### src/rtl/sspd_pkg.sv
// Shared types and constants of the seek-and-drive controller.
package sspd_pkg;

  localparam int NOW_W   = 32;   // timestamp field
  localparam int ERR_W   = 11;   // position error, signed
  localparam int GAIN_W  = 10;   // PID gains
  localparam int SPEED_W = 8;    // drive levels
  localparam int SIDE_W  = 4;    // side correction multiplier
  localparam int MS_W    = 16;   // timeout and sweep periods
  localparam int NUM_W   = 21;   // |error step| * deriv_gain
  localparam int ACC_W   = 43;   // PID sum before scaling, signed
  localparam int MAG_W   = 42;   // magnitude of the PID sum
  localparam int CORR_W  = 16;   // correction, signed
  localparam int CFG_W   = 16;
  localparam int CFG_IDX_W = 3;

  localparam logic [7:0] SCALE_DIV    = 8'd100;
  localparam logic [SPEED_W-1:0] SEARCH_LEVEL = 8'd100;
  localparam logic [SPEED_W-1:0] LEVEL_MAX    = 8'd255;

  localparam logic [CFG_IDX_W-1:0] REG_PROP_GAIN   = 3'd0;
  localparam logic [CFG_IDX_W-1:0] REG_INTEG_GAIN  = 3'd1;
  localparam logic [CFG_IDX_W-1:0] REG_DERIV_GAIN  = 3'd2;
  localparam logic [CFG_IDX_W-1:0] REG_BASE_LEVEL  = 3'd3;
  localparam logic [CFG_IDX_W-1:0] REG_FRONT_SPEED = 3'd4;
  localparam logic [CFG_IDX_W-1:0] REG_SIDE_GAIN   = 3'd5;
  localparam logic [CFG_IDX_W-1:0] REG_LOST_TMO    = 3'd6;
  localparam logic [CFG_IDX_W-1:0] REG_SWEEP_MS    = 3'd7;

  typedef struct packed {
    logic signed [ERR_W-1:0] err;
    logic signed [ERR_W-1:0] prior_err;
    logic [31:0]             integ_sum;
    logic [GAIN_W-1:0]       prop_gain;
    logic [GAIN_W-1:0]       integ_gain;
    logic [GAIN_W-1:0]       deriv_gain;
  } pid_req_t;

  typedef struct packed {
    logic [31:0]       integ_sum;
    logic [CORR_W-1:0] corr;
  } pid_rsp_t;

endpackage

### src/rtl/sspd_in_if.sv
// Input channel: timestamp and four sensor bits.
interface sspd_in_if;
  logic                     valid;
  logic                     ready;
  logic [sspd_pkg::NOW_W-1:0] now_ms;
  logic                     sense_outer_left;
  logic                     sense_center_left;
  logic                     sense_center_right;
  logic                     sense_outer_right;

  modport source(output valid, now_ms, sense_outer_left, sense_center_left,
                 sense_center_right, sense_outer_right, input ready);
  modport sink(input valid, now_ms, sense_outer_left, sense_center_left,
               sense_center_right, sense_outer_right, output ready);
endinterface

### src/rtl/sspd_out_if.sv
// Output channel: four PWM levels and the mode.
interface sspd_out_if;
  logic       valid;
  logic       ready;
  logic [7:0] left_forward;
  logic [7:0] left_reverse;
  logic [7:0] right_forward;
  logic [7:0] right_reverse;
  logic       mode;

  modport source(output valid, left_forward, left_reverse, right_forward,
                 right_reverse, mode, input ready);
  modport sink(input valid, left_forward, left_reverse, right_forward,
               right_reverse, mode, output ready);
endinterface

### src/rtl/sspd_pid_core.sv
// Bit-serial PID arithmetic: integral MAC, derivative divide, scale by 100.
module sspd_pid_core #(
  parameter int TIME_BITS = 32
) (
  input  logic                 clk,
  input  logic                 rst,
  input  logic                 start,
  input  logic [TIME_BITS-1:0] dt,
  input  sspd_pkg::pid_req_t   req,
  output logic                 done,
  output sspd_pkg::pid_rsp_t   rsp
);
  import sspd_pkg::*;

  localparam int MD_CYC  = (TIME_BITS > NUM_W) ? TIME_BITS : NUM_W;
  localparam int CNT_MAX = (MD_CYC > MAG_W) ? MD_CYC : MAG_W;
  localparam int CNT_W   = $clog2(CNT_MAX);

  typedef enum logic [7:0] {
    C_IDLE   = 8'b0000_0001,
    C_SETUP  = 8'b0000_0010,
    C_MULDIV = 8'b0000_0100,
    C_DADD   = 8'b0000_1000,
    C_IGAIN  = 8'b0001_0000,
    C_MAGS   = 8'b0010_0000,
    C_SCALE  = 8'b0100_0000,
    C_DONE   = 8'b1000_0000
  } core_state_t;

  core_state_t             state;
  logic [CNT_W-1:0]        cnt;
  logic signed [ERR_W-1:0] err;
  logic [ERR_W-1:0]        diff_abs;
  logic                    dneg;
  logic [GAIN_W-1:0]       prop;
  logic [GAIN_W-1:0]       dgain;
  logic [GAIN_W-1:0]       ig_sr;
  logic [TIME_BITS-1:0]    dt_r;
  logic [TIME_BITS-1:0]    dt_sr;
  logic [31:0]             isum;
  logic [31:0]             errsh;
  logic [MD_CYC-1:0]       num_sr;
  logic [TIME_BITS:0]      rem;
  logic [NUM_W-1:0]        quo;
  logic [ACC_W-1:0]        acc;
  logic [ACC_W-1:0]        op;
  logic [MAG_W-1:0]        mag_sr;
  logic [6:0]              rem100;
  logic [CORR_W-1:0]       q16;
  logic                    cneg;

  logic signed [ERR_W:0]        diff;
  logic [NUM_W-1:0]             num;
  logic signed [2*ERR_W-1:0]    prop_err;
  logic [TIME_BITS:0]           r2;
  logic                         r2_ge;
  logic [7:0]                   r8;
  logic [ACC_W-1:0]             dterm;
  logic [ACC_W-1:0]             acc_abs;

  assign diff     = {req.err[ERR_W-1], req.err} - {req.prior_err[ERR_W-1], req.prior_err};
  assign num      = NUM_W'(diff_abs * dgain);
  assign prop_err = $signed({1'b0, prop}) * err;
  assign r2       = {rem[TIME_BITS-1:0], num_sr[MD_CYC-1]};
  assign r2_ge    = r2 >= {1'b0, dt_r};
  assign r8       = {rem100, mag_sr[MAG_W-1]};
  assign dterm    = (dt_r == '0) ? '0 :
                    (dneg ? -{{(ACC_W-NUM_W){1'b0}}, quo} : {{(ACC_W-NUM_W){1'b0}}, quo});
  assign acc_abs  = acc[ACC_W-1] ? -acc : acc;

  assign done          = (state == C_DONE);
  assign rsp.integ_sum = isum;
  assign rsp.corr      = cneg ? -q16 : q16;

  always_ff @(posedge clk) begin
    if (rst) begin
      state <= C_IDLE;
      cnt   <= '0;
    end else begin
      unique case (state)
        C_IDLE: begin
          if (start) begin
            err      <= req.err;
            dneg     <= diff[ERR_W];
            diff_abs <= diff[ERR_W] ? ERR_W'(-diff) : diff[ERR_W-1:0];
            prop     <= req.prop_gain;
            dgain    <= req.deriv_gain;
            ig_sr    <= req.integ_gain;
            isum     <= req.integ_sum;
            dt_r     <= dt;
            dt_sr    <= dt;
            state    <= C_SETUP;
          end
        end
        C_SETUP: begin
          num_sr <= {{(MD_CYC-NUM_W){1'b0}}, num};
          acc    <= {{(ACC_W-2*ERR_W){prop_err[2*ERR_W-1]}}, prop_err};
          errsh  <= {{(32-ERR_W){err[ERR_W-1]}}, err};
          rem    <= '0;
          cnt    <= '0;
          state  <= C_MULDIV;
        end
        C_MULDIV: begin
          // integral MAC, one dt bit per cycle
          if (dt_sr[0]) isum <= isum + errsh;
          errsh <= {errsh[30:0], 1'b0};
          dt_sr <= dt_sr >> 1;
          // derivative restoring divide, one quotient bit per cycle
          if (r2_ge) begin
            rem <= r2 - {1'b0, dt_r};
            quo <= {quo[NUM_W-2:0], 1'b1};
          end else begin
            rem <= r2;
            quo <= {quo[NUM_W-2:0], 1'b0};
          end
          num_sr <= {num_sr[MD_CYC-2:0], 1'b0};
          if (cnt == CNT_W'(MD_CYC - 1)) begin
            cnt   <= '0;
            state <= C_DADD;
          end else begin
            cnt <= cnt + 1'b1;
          end
        end
        C_DADD: begin
          acc   <= acc + dterm;
          op    <= {{(ACC_W-32){isum[31]}}, isum};
          state <= C_IGAIN;
        end
        C_IGAIN: begin
          if (ig_sr[0]) acc <= acc + op;
          op    <= {op[ACC_W-2:0], 1'b0};
          ig_sr <= ig_sr >> 1;
          if (cnt == CNT_W'(GAIN_W - 1)) begin
            cnt   <= '0;
            state <= C_MAGS;
          end else begin
            cnt <= cnt + 1'b1;
          end
        end
        C_MAGS: begin
          cneg   <= acc[ACC_W-1];
          mag_sr <= acc_abs[MAG_W-1:0];
          rem100 <= '0;
          state  <= C_SCALE;
        end
        C_SCALE: begin
          if (r8 >= SCALE_DIV) begin
            rem100 <= 7'(r8 - SCALE_DIV);
            q16    <= {q16[CORR_W-2:0], 1'b1};
          end else begin
            rem100 <= r8[6:0];
            q16    <= {q16[CORR_W-2:0], 1'b0};
          end
          mag_sr <= {mag_sr[MAG_W-2:0], 1'b0};
          if (cnt == CNT_W'(MAG_W - 1)) begin
            cnt   <= '0;
            state <= C_DONE;
          end else begin
            cnt <= cnt + 1'b1;
          end
        end
        C_DONE: state <= C_IDLE;
        default: state <= C_IDLE;
      endcase
    end
  end

endmodule

### src/rtl/sensor_seek_pid_motor_drive.sv
// Top level: search sweep / attack PID drive controller.
//
//  channel  dir  handshake        payload
//  in_ch    in   valid/ready      now_ms, sense_outer_left .. sense_outer_right
//  out_ch   out  valid/ready      left/right forward/reverse levels, mode
//  cfg      in   cfg_we           cfg_index, cfg_data (8 registers)
//
// A search step or a return to search goes T_IDLE -> T_FIN. An attack PID
// step also waits in T_PID for the PID core, which is bit-serial: integral
// multiply / derivative divide and the 42-bit serial divide by 100. One
// transaction is in work at a time; a finished result waits in the output
// register while the next one runs. Reset (rst, synchronous) restores register
// defaults and clears the sequencing, mode, timing and PID history state.
module sensor_seek_pid_motor_drive #(
  parameter int TIME_BITS = 32
) (
  input  logic                       clk,
  input  logic                       rst,
  sspd_in_if.sink                    in_ch,
  sspd_out_if.source                 out_ch,
  input  logic                       cfg_we,
  input  logic [sspd_pkg::CFG_IDX_W-1:0] cfg_index,
  input  logic [sspd_pkg::CFG_W-1:0] cfg_data
);
  import sspd_pkg::*;

  typedef enum logic [2:0] {
    T_IDLE = 3'b001,
    T_PID  = 3'b010,
    T_FIN  = 3'b100
  } top_state_t;

  // position error of a nonzero sensor set: weighted mean, truncated
  function automatic logic signed [ERR_W-1:0] err_of(input logic [3:0] s);
    logic signed [ERR_W-1:0] e;
    unique case (s)
      4'd1:    e = -11'sd750;
      4'd2:    e = -11'sd250;
      4'd3:    e = -11'sd500;
      4'd4:    e =  11'sd250;
      4'd5:    e = -11'sd250;
      4'd7:    e = -11'sd250;
      4'd8:    e =  11'sd750;
      4'd10:   e =  11'sd250;
      4'd11:   e = -11'sd83;
      4'd12:   e =  11'sd500;
      4'd13:   e =  11'sd83;
      4'd14:   e =  11'sd250;
      default: e = '0;
    endcase
    return e;
  endfunction

  // signed 16-bit level sum to {forward, reverse}
  function automatic logic [2*SPEED_W-1:0] motor(input logic [15:0] v);
    logic [15:0]        m;
    logic [SPEED_W-1:0] l;
    m = v[15] ? -v : v;
    l = (|m[15:8]) ? LEVEL_MAX : m[7:0];
    return v[15] ? {{SPEED_W{1'b0}}, l} : {l, {SPEED_W{1'b0}}};
  endfunction

  // configuration registers
  logic [GAIN_W-1:0]  prop_gain, integ_gain, deriv_gain;
  logic [SPEED_W-1:0] base_level, front_speed;
  logic [SIDE_W-1:0]  side_gain;
  logic [MS_W-1:0]    lost_timeout_ms, sweep_ms;

  // controller state
  top_state_t              state;
  logic                    attack_mode;
  logic                    sweep_right;
  logic [TIME_BITS-1:0]    sweep_start, last_pid_time, last_seen_time, lost_time;
  logic signed [ERR_W-1:0] prior_error;
  logic [31:0]             integ_sum;
  logic [SPEED_W-1:0]      lvl [4];
  logic [3:0]              sense_r;

  logic               out_valid;
  logic [SPEED_W-1:0] out_lvl [4];
  logic               out_mode;

  logic                    in_acc;
  logic [TIME_BITS-1:0]    now_t;
  logic [3:0]              sense;
  logic                    any_seen;
  logic signed [ERR_W-1:0] err;
  logic                    sweep_flip;
  logic                    pid_go;
  logic                    pid_done;
  pid_req_t                pid_req;
  pid_rsp_t                pid_rsp;

  // drive mix of a finished PID step
  logic                   both_center, outer_only;
  logic [SPEED_W-1:0]     speed;
  logic [SIDE_W-1:0]      mult;
  logic [15:0]            corr_k;
  logic [2*SPEED_W-1:0]   lpair, rpair;

  assign in_ch.ready = (state == T_IDLE);
  assign in_acc      = in_ch.valid && in_ch.ready;
  assign now_t       = in_ch.now_ms[TIME_BITS-1:0];
  assign sense       = {in_ch.sense_outer_right, in_ch.sense_center_right,
                        in_ch.sense_center_left, in_ch.sense_outer_left};
  assign any_seen    = |sense;
  assign err         = any_seen ? err_of(sense) : prior_error;
  assign sweep_flip  = (now_t - sweep_start) >= TIME_BITS'(sweep_ms);
  assign pid_go      = in_acc && attack_mode &&
                       !(lost_time > TIME_BITS'(lost_timeout_ms));

  assign pid_req.err        = err;
  assign pid_req.prior_err  = prior_error;
  assign pid_req.integ_sum  = integ_sum;
  assign pid_req.prop_gain  = prop_gain;
  assign pid_req.integ_gain = integ_gain;
  assign pid_req.deriv_gain = deriv_gain;

  sspd_pid_core #(.TIME_BITS(TIME_BITS)) u_pid (
    .clk   (clk),
    .rst   (rst),
    .start (pid_go),
    .dt    (now_t - last_pid_time),
    .req   (pid_req),
    .done  (pid_done),
    .rsp   (pid_rsp)
  );

  assign both_center = sense_r[1] && sense_r[2];
  assign outer_only  = (sense_r[0] || sense_r[3]) && !(sense_r[1] || sense_r[2]);
  assign speed       = both_center ? front_speed : base_level;
  assign mult        = (!both_center && outer_only) ? side_gain : SIDE_W'(1);
  assign corr_k      = 16'(pid_rsp.corr * {12'b0, mult});
  assign lpair       = motor({8'b0, speed} + corr_k);
  assign rpair       = motor({8'b0, speed} - corr_k);

  // configuration writes
  always_ff @(posedge clk) begin
    if (rst) begin
      prop_gain       <= 10'd100;
      integ_gain      <= 10'd0;
      deriv_gain      <= 10'd100;
      base_level      <= 8'd200;
      front_speed     <= 8'd255;
      side_gain       <= 4'd5;
      lost_timeout_ms <= 16'd2000;
      sweep_ms        <= 16'd500;
    end else if (cfg_we) begin
      unique case (cfg_index)
        REG_PROP_GAIN:   prop_gain       <= cfg_data[GAIN_W-1:0];
        REG_INTEG_GAIN:  integ_gain      <= cfg_data[GAIN_W-1:0];
        REG_DERIV_GAIN:  deriv_gain      <= cfg_data[GAIN_W-1:0];
        REG_BASE_LEVEL:  base_level      <= cfg_data[SPEED_W-1:0];
        REG_FRONT_SPEED: front_speed     <= cfg_data[SPEED_W-1:0];
        REG_SIDE_GAIN:   side_gain       <= cfg_data[SIDE_W-1:0];
        REG_LOST_TMO:    lost_timeout_ms <= cfg_data[MS_W-1:0];
        REG_SWEEP_MS:    sweep_ms        <= cfg_data[MS_W-1:0];
        default: ;
      endcase
    end
  end

  // mode control and sequencing
  always_ff @(posedge clk) begin
    if (rst) begin
      state          <= T_IDLE;
      attack_mode    <= 1'b0;
      sweep_right    <= 1'b1;
      sweep_start    <= '0;
      last_pid_time  <= '0;
      last_seen_time <= '0;
      lost_time      <= '0;
      prior_error    <= '0;
      integ_sum      <= '0;
      for (int i = 0; i < 4; i++) lvl[i] <= '0;
      out_valid      <= 1'b0;
    end else begin
      // T_FIN either reloads the output register or leaves a stalled one alone
      if (out_ch.valid && out_ch.ready && state != T_FIN) out_valid <= 1'b0;
      unique case (state)
        T_IDLE: begin
          if (in_acc) begin
            sense_r <= sense;
            state   <= T_FIN;
            if (!attack_mode) begin
              if (any_seen) begin
                attack_mode    <= 1'b1;
                last_pid_time  <= now_t;
                last_seen_time <= now_t;
                lost_time      <= '0;
              end else begin
                if (sweep_flip) begin
                  sweep_start <= now_t;
                  sweep_right <= !sweep_right;
                end
                // right turn after the update: left back, right forward
                if (sweep_right ^ sweep_flip) begin
                  lvl[0] <= '0;           lvl[1] <= SEARCH_LEVEL;
                  lvl[2] <= SEARCH_LEVEL; lvl[3] <= '0;
                end else begin
                  lvl[0] <= SEARCH_LEVEL; lvl[1] <= '0;
                  lvl[2] <= '0;           lvl[3] <= SEARCH_LEVEL;
                end
              end
            end else if (!pid_go) begin
              // target lost too long: back to search, levels held
              attack_mode <= 1'b0;
              sweep_start <= now_t;
            end else begin
              last_pid_time <= now_t;
              if (any_seen) begin
                lost_time      <= '0;
                last_seen_time <= now_t;
              end else begin
                lost_time <= now_t - last_seen_time;
              end
              prior_error <= err;
              state       <= T_PID;
            end
          end
        end
        T_PID: begin
          if (pid_done) begin
            integ_sum <= pid_rsp.integ_sum;
            lvl[0]    <= lpair[2*SPEED_W-1:SPEED_W];
            lvl[1]    <= lpair[SPEED_W-1:0];
            lvl[2]    <= rpair[2*SPEED_W-1:SPEED_W];
            lvl[3]    <= rpair[SPEED_W-1:0];
            state     <= T_FIN;
          end
        end
        T_FIN: begin
          // hand the result over once the output register is free
          if (!out_valid || out_ch.ready) begin
            for (int i = 0; i < 4; i++) out_lvl[i] <= lvl[i];
            out_mode  <= attack_mode;
            out_valid <= 1'b1;
            state     <= T_IDLE;
          end
        end
        default: state <= T_IDLE;
      endcase
    end
  end

  assign out_ch.valid         = out_valid;
  assign out_ch.left_forward  = out_lvl[0];
  assign out_ch.left_reverse  = out_lvl[1];
  assign out_ch.right_forward = out_lvl[2];
  assign out_ch.right_reverse = out_lvl[3];
  assign out_ch.mode          = out_mode;

endmodule
### src/flat_wrapper.sv
// flat-port wrapper written by rule: the top's interface ports become plain ports
module sensor_seek_pid_motor_drive_flat import sspd_pkg::*;
#(
  parameter int TIME_BITS = 32
)
  (clk, rst, cfg_we, cfg_index, cfg_data, in_ch_valid, in_ch_now_ms, in_ch_sense_outer_left, in_ch_sense_center_left, in_ch_sense_center_right, in_ch_sense_outer_right, in_ch_ready, out_ch_valid, out_ch_left_forward, out_ch_left_reverse, out_ch_right_forward, out_ch_right_reverse, out_ch_mode, out_ch_ready);
  sspd_in_if in_ch_i ();
  sspd_out_if out_ch_i ();
  input  logic clk;
  input  logic rst;
  input  logic cfg_we;
  input  logic [sspd_pkg::CFG_IDX_W-1:0] cfg_index;
  input  logic [sspd_pkg::CFG_W-1:0] cfg_data;
  input wire logic [$bits(in_ch_i.valid)-1:0] in_ch_valid;
  input wire logic [$bits(in_ch_i.now_ms)-1:0] in_ch_now_ms;
  input wire logic [$bits(in_ch_i.sense_outer_left)-1:0] in_ch_sense_outer_left;
  input wire logic [$bits(in_ch_i.sense_center_left)-1:0] in_ch_sense_center_left;
  input wire logic [$bits(in_ch_i.sense_center_right)-1:0] in_ch_sense_center_right;
  input wire logic [$bits(in_ch_i.sense_outer_right)-1:0] in_ch_sense_outer_right;
  output wire logic [$bits(in_ch_i.ready)-1:0] in_ch_ready;
  output wire logic [$bits(out_ch_i.valid)-1:0] out_ch_valid;
  output wire logic [$bits(out_ch_i.left_forward)-1:0] out_ch_left_forward;
  output wire logic [$bits(out_ch_i.left_reverse)-1:0] out_ch_left_reverse;
  output wire logic [$bits(out_ch_i.right_forward)-1:0] out_ch_right_forward;
  output wire logic [$bits(out_ch_i.right_reverse)-1:0] out_ch_right_reverse;
  output wire logic [$bits(out_ch_i.mode)-1:0] out_ch_mode;
  input wire logic [$bits(out_ch_i.ready)-1:0] out_ch_ready;
  assign in_ch_i.valid = in_ch_valid;
  assign in_ch_i.now_ms = in_ch_now_ms;
  assign in_ch_i.sense_outer_left = in_ch_sense_outer_left;
  assign in_ch_i.sense_center_left = in_ch_sense_center_left;
  assign in_ch_i.sense_center_right = in_ch_sense_center_right;
  assign in_ch_i.sense_outer_right = in_ch_sense_outer_right;
  assign in_ch_ready = in_ch_i.ready;
  assign out_ch_valid = out_ch_i.valid;
  assign out_ch_left_forward = out_ch_i.left_forward;
  assign out_ch_left_reverse = out_ch_i.left_reverse;
  assign out_ch_right_forward = out_ch_i.right_forward;
  assign out_ch_right_reverse = out_ch_i.right_reverse;
  assign out_ch_mode = out_ch_i.mode;
  assign out_ch_i.ready = out_ch_ready;
  sensor_seek_pid_motor_drive #(.TIME_BITS(TIME_BITS)) u_core (.clk(clk), .rst(rst), .in_ch(in_ch_i), .out_ch(out_ch_i), .cfg_we(cfg_we), .cfg_index(cfg_index), .cfg_data(cfg_data));
endmodule
### config.mk
export PLATFORM = sky130hd
export DESIGN_NAME = sensor_seek_pid_motor_drive_flat
export DESIGN_NICKNAME = d
export VERILOG_FILES = /design/src/rtl/sspd_pkg.sv /design/src/rtl/sspd_in_if.sv /design/src/rtl/sspd_out_if.sv /design/src/rtl/sspd_pid_core.sv /design/src/rtl/sensor_seek_pid_motor_drive.sv /design/src/flat_wrapper.sv
export SDC_FILE = /design/constraint.sdc
export NUM_CORES = 2
export LEC_CHECK = 0
export ABC_CLOCK_PERIOD_IN_PS = 9600
export BUFFER_PORTS_ARGS = -buffer_cell sky130_fd_sc_hd__buf_2
export CORE_ASPECT_RATIO = 2
export CORE_MARGIN = 3
export CORE_UTILIZATION = 40
export CTS_BUF_LIST = sky130_fd_sc_hd__clkbuf_4
export DETAILED_ROUTE_END_ITERATION = 8
export PLACE_DENSITY = 0.64
export RECOVER_POWER = 100
export SLEW_MARGIN = 20
export SYNTH_ARGS = -nofsm -noshare
export SYNTH_HDL_FRONTEND = slang
export SYNTH_SLANG_ARGS = --single-unit
### constraint.sdc
create_clock -name clk -period 9.6 [get_ports clk]
set_input_delay 1.92 -clock clk [delete_from_list [all_inputs] [get_ports clk]]
set_output_delay 1.92 -clock clk [all_outputs]
set_load 0.05 [all_outputs]
==> out/results.md <==
### Run status
• result of the run: finished with violations
• violations in the final reports: max-capacitance violations, max-slew violations

### Clock tree
• Post-CTS Setup Bufs: 0
• CTS tree: built
• clock insertion delay at the later pin of the skew report: 1.08 ns
• number of buffers on the longest clock path: 4
• # hold bufs at CTS: 0
• number of levels in the clock H-tree: 4
• clock buffer count from CTS: 181
• number of clock sinks seen by CTS: 760
• PostCTS Resize Cnt: 0
• clock slew at the register clock pins of the worst setup and hold paths: 0.07 ns
• clock root buffer: sky130_fd_sc_hd__clkbuf_4

### Logic synthesis
• number of library cell types mapped by synthesis: 88
• leading register cell type out of synthesis: sky130_fd_sc_hd__edfxtp_1
• net count after synthesis: 6,460
• flip-flop and latch count after synthesis: 760
• number of enable-type register cells in the synthesized netlist: 487
• cell area after technology mapping: 52,500 um^2
• Post-Syn Area per Cell: 9.04 um^2
• count of warnings emitted by yosys: 0
• portion of the post-synthesis area used by sequential elements: 0.383
• async set-reset flop share out of synthesis: 0
• number of instances in the synthesized netlist: 5,810

### Floorplanning
• standard-cell rows: 187
• die area: 136,000 um^2
• Core ar.: 130,000 um^2
• Initial Util: 0.404
• die outline width: 262 um
• height of the die: 518 um
• IO Pins: 95

### Setup path
• Worst setup EP type: register
• Startpoint Class: input port
• Max FO, Critical Path: 104
• Arr. time, crit path: 8.85 ns
• class of the most critical setup path: in -> reg
• required time of the worst setup path: 10.11 ns

### STA
• final setup TNS: 0 ns
• final hold violation count: 0
• period utilization: 0.869
• setup repair after global routing missed its margin: no
• fmax: 120 MHz
• worst max-slew margin expressed relative to the limit: -2.60
• final worst setup slack: 1.26 ns
• final-report setup violation count: 0
• Worst Hold Margin: 0.419 ns
• final critical delay including setup and external delays: 8.34 ns
• final-report max-slew violation count: 1,050
• Clock Skew: 0.106 ns
• measured slew at the worst slew-check pin: 5.40 ns

### GRT
• GRT Util Overall: 0.208
• met3 Resource Use GR: 0.0257
• Global Route met1 Usage: 0.192
• global routing met2 resource utilization: 0.410
• largest net degree at the start of global routing: 105
• global-route layer with the greatest usage: met2
• GRT overflow: 0
• number of global-route vias before repair: 43,200
• initial antenna violation count: 9
• wire length of the first global-routing pass: 226 mm

### Cells and area
• fraction of final layout cells with drive strength greater than 1: 0.0714
• Non-Filler Instances: 7,745
• commonest cells after routing, fill and taps aside: 993 x sky130_fd_sc_hd__nand2_1, 487 x sky130_fd_sc_hd__edfxtp_1, 470 x sky130_fd_sc_hd__inv_1
• Top Registers: u_core.u_pid.acc: 43 flops, u_core.u_pid.op: 43 flops, u_core.u_pid.mag_sr: 42 flops
• most common library cell in the layout ignoring fill and taps: sky130_fd_sc_hd__nand2_1
• area overhead of the layout relative to synthesis: 7.98%
• Total Nets Final: 6,548
• Non-Filler Cell Area, Final: 56,700 um^2
• fin util: 0.436

### Run
• Max-cap violations: 20

### Power
• total power: 8.65 mW
• worst voltage drop across the vdd grid: 108 uV
• Leakage Power: 23.2 nW
• power density over the cells: 152 nW/um^2

### Placement
• total half-perimeter wirelength after legalization and detailed placement: 111 mm
• routability congestion estimate from global placement: 0.916
• worst slack after detailed placement: 2.22 ns
• input/output buffers: 94
• placed instance count: 7,416
• Placed Instance Area: 54,600 um^2

### Hold path
• Min-Delay Path Class: reg -> reg

### Drt
• number of vias after detailed routing: 41,900
• number of iterations in the first detailed-routing pass: 6
• routed length per placed instance: 18.6 um
• number of DRC violations after detailed-routing iteration 0: 1,918
• remaining antenna violation count: 0
• # DRC: 0
• average vias per placed instance: 5.41
• post-detailed-routing wire length: 144 mm

==> logic make-up after synthesis <==
family	share of synthesized area
AND/OR/NAND/NOR	0.178
multiplexers	0.0175
flip-flops	0.383
buffers and inverters	0.0505
adder cells (fa/ha/maj)	0.166
AO/OA/AOI/OAI	0.152
XOR/XNOR	0.0532
==> Yosys cell counts, types with 28 or more instances <==
cell type | number | area (um^2)
sky130_fd_sc_hd__o21a_1 | 61 | 458
sky130_fd_sc_hd__dfxtp_1 | 273 | 5470
sky130_fd_sc_hd__o31ai_1 | 45 | 338
sky130_fd_sc_hd__edfxtp_1 | 487 | 14600
sky130_fd_sc_hd__nor3_1 | 87 | 435
sky130_fd_sc_hd__a21oi_1 | 446 | 2230
sky130_fd_sc_hd__xor2_1 | 163 | 1430
sky130_fd_sc_hd__a211oi_1 | 39 | 293
sky130_fd_sc_hd__clkbuf_1 | 198 | 743
sky130_fd_sc_hd__and2_1 | 125 | 782
sky130_fd_sc_hd__ha_1 | 414 | 5180
sky130_fd_sc_hd__fa_1 | 176 | 3520
sky130_fd_sc_hd__nand2b_1 | 78 | 488
sky130_fd_sc_hd__or3_1 | 50 | 313
sky130_fd_sc_hd__nor2_1 | 409 | 1540
sky130_fd_sc_hd__nand3b_1 | 28 | 210
sky130_fd_sc_hd__mux2i_1 | 69 | 691
sky130_fd_sc_hd__a21o_1 | 159 | 1190
sky130_fd_sc_hd__nor2b_1 | 56 | 350
sky130_fd_sc_hd__o21bai_1 | 31 | 233
sky130_fd_sc_hd__a22oi_1 | 32 | 240
sky130_fd_sc_hd__a31oi_1 | 31 | 194
sky130_fd_sc_hd__inv_1 | 470 | 1760
sky130_fd_sc_hd__xnor2_1 | 154 | 1350
sky130_fd_sc_hd__nand4_1 | 29 | 181
sky130_fd_sc_hd__nand3_1 | 62 | 310
sky130_fd_sc_hd__nand2_1 | 993 | 3730
sky130_fd_sc_hd__o21ai_0 | 299 | 1500
==> area by class of cell <==
class / instances / area [um^2]
fill: 13100 / 73400
multi-input combinational: 4350 / 29800
sequential: 760 / 20100
tap: 1701 / 2130
clock buffer: 263 / 1970
inverter: 472 / 1770
timing repair buffer: 133 / 632
clock inverter: 57 / 263
antenna: 9 / 22.5
==> worst paths after layout <==
check,startpoint,to,slack (ns),depth (start not counted)
setup reg to reg,u_core.sense_r[2],u_core.lvl[0][2],1.98,23
hold reg to reg,u_core.prop_gain[8],u_core.u_pid.prop[8],0.42,0
setup / recovery,rst,u_core.u_pid.acc[10],1.26,5
hold / removal,u_core.prop_gain[8],u_core.u_pid.prop[8],0.42,0
==> power breakdown <==
group | leakage, nW | internal (mW) | switching (mW) | total (mW)
clock network | 1.35 | 1.29 | 1.37 | 2.66
registers | 6.66 | 3.63 | 0.0535 | 3.68
logic | 15.2 | 0.912 | 1.39 | 2.30
==> critical path, cell delays in order <==
cell and delay, ns:
sky130_fd_sc_hd__clkbuf_1 3.68, sky130_fd_sc_hd__buf_4 1.04, sky130_fd_sc_hd__clkbuf_1 1.24, sky130_fd_sc_hd__nor2_4 0.03
sky130_fd_sc_hd__clkbuf_2 0.70
==> layer usage <==
metal,vias up,wire length [um]
met2,991,78700
met4,4,11700
li1,20300,-
met3,442,5220
met5,-,22
met1,20100,48600
(Power assumes the default switching activity.)
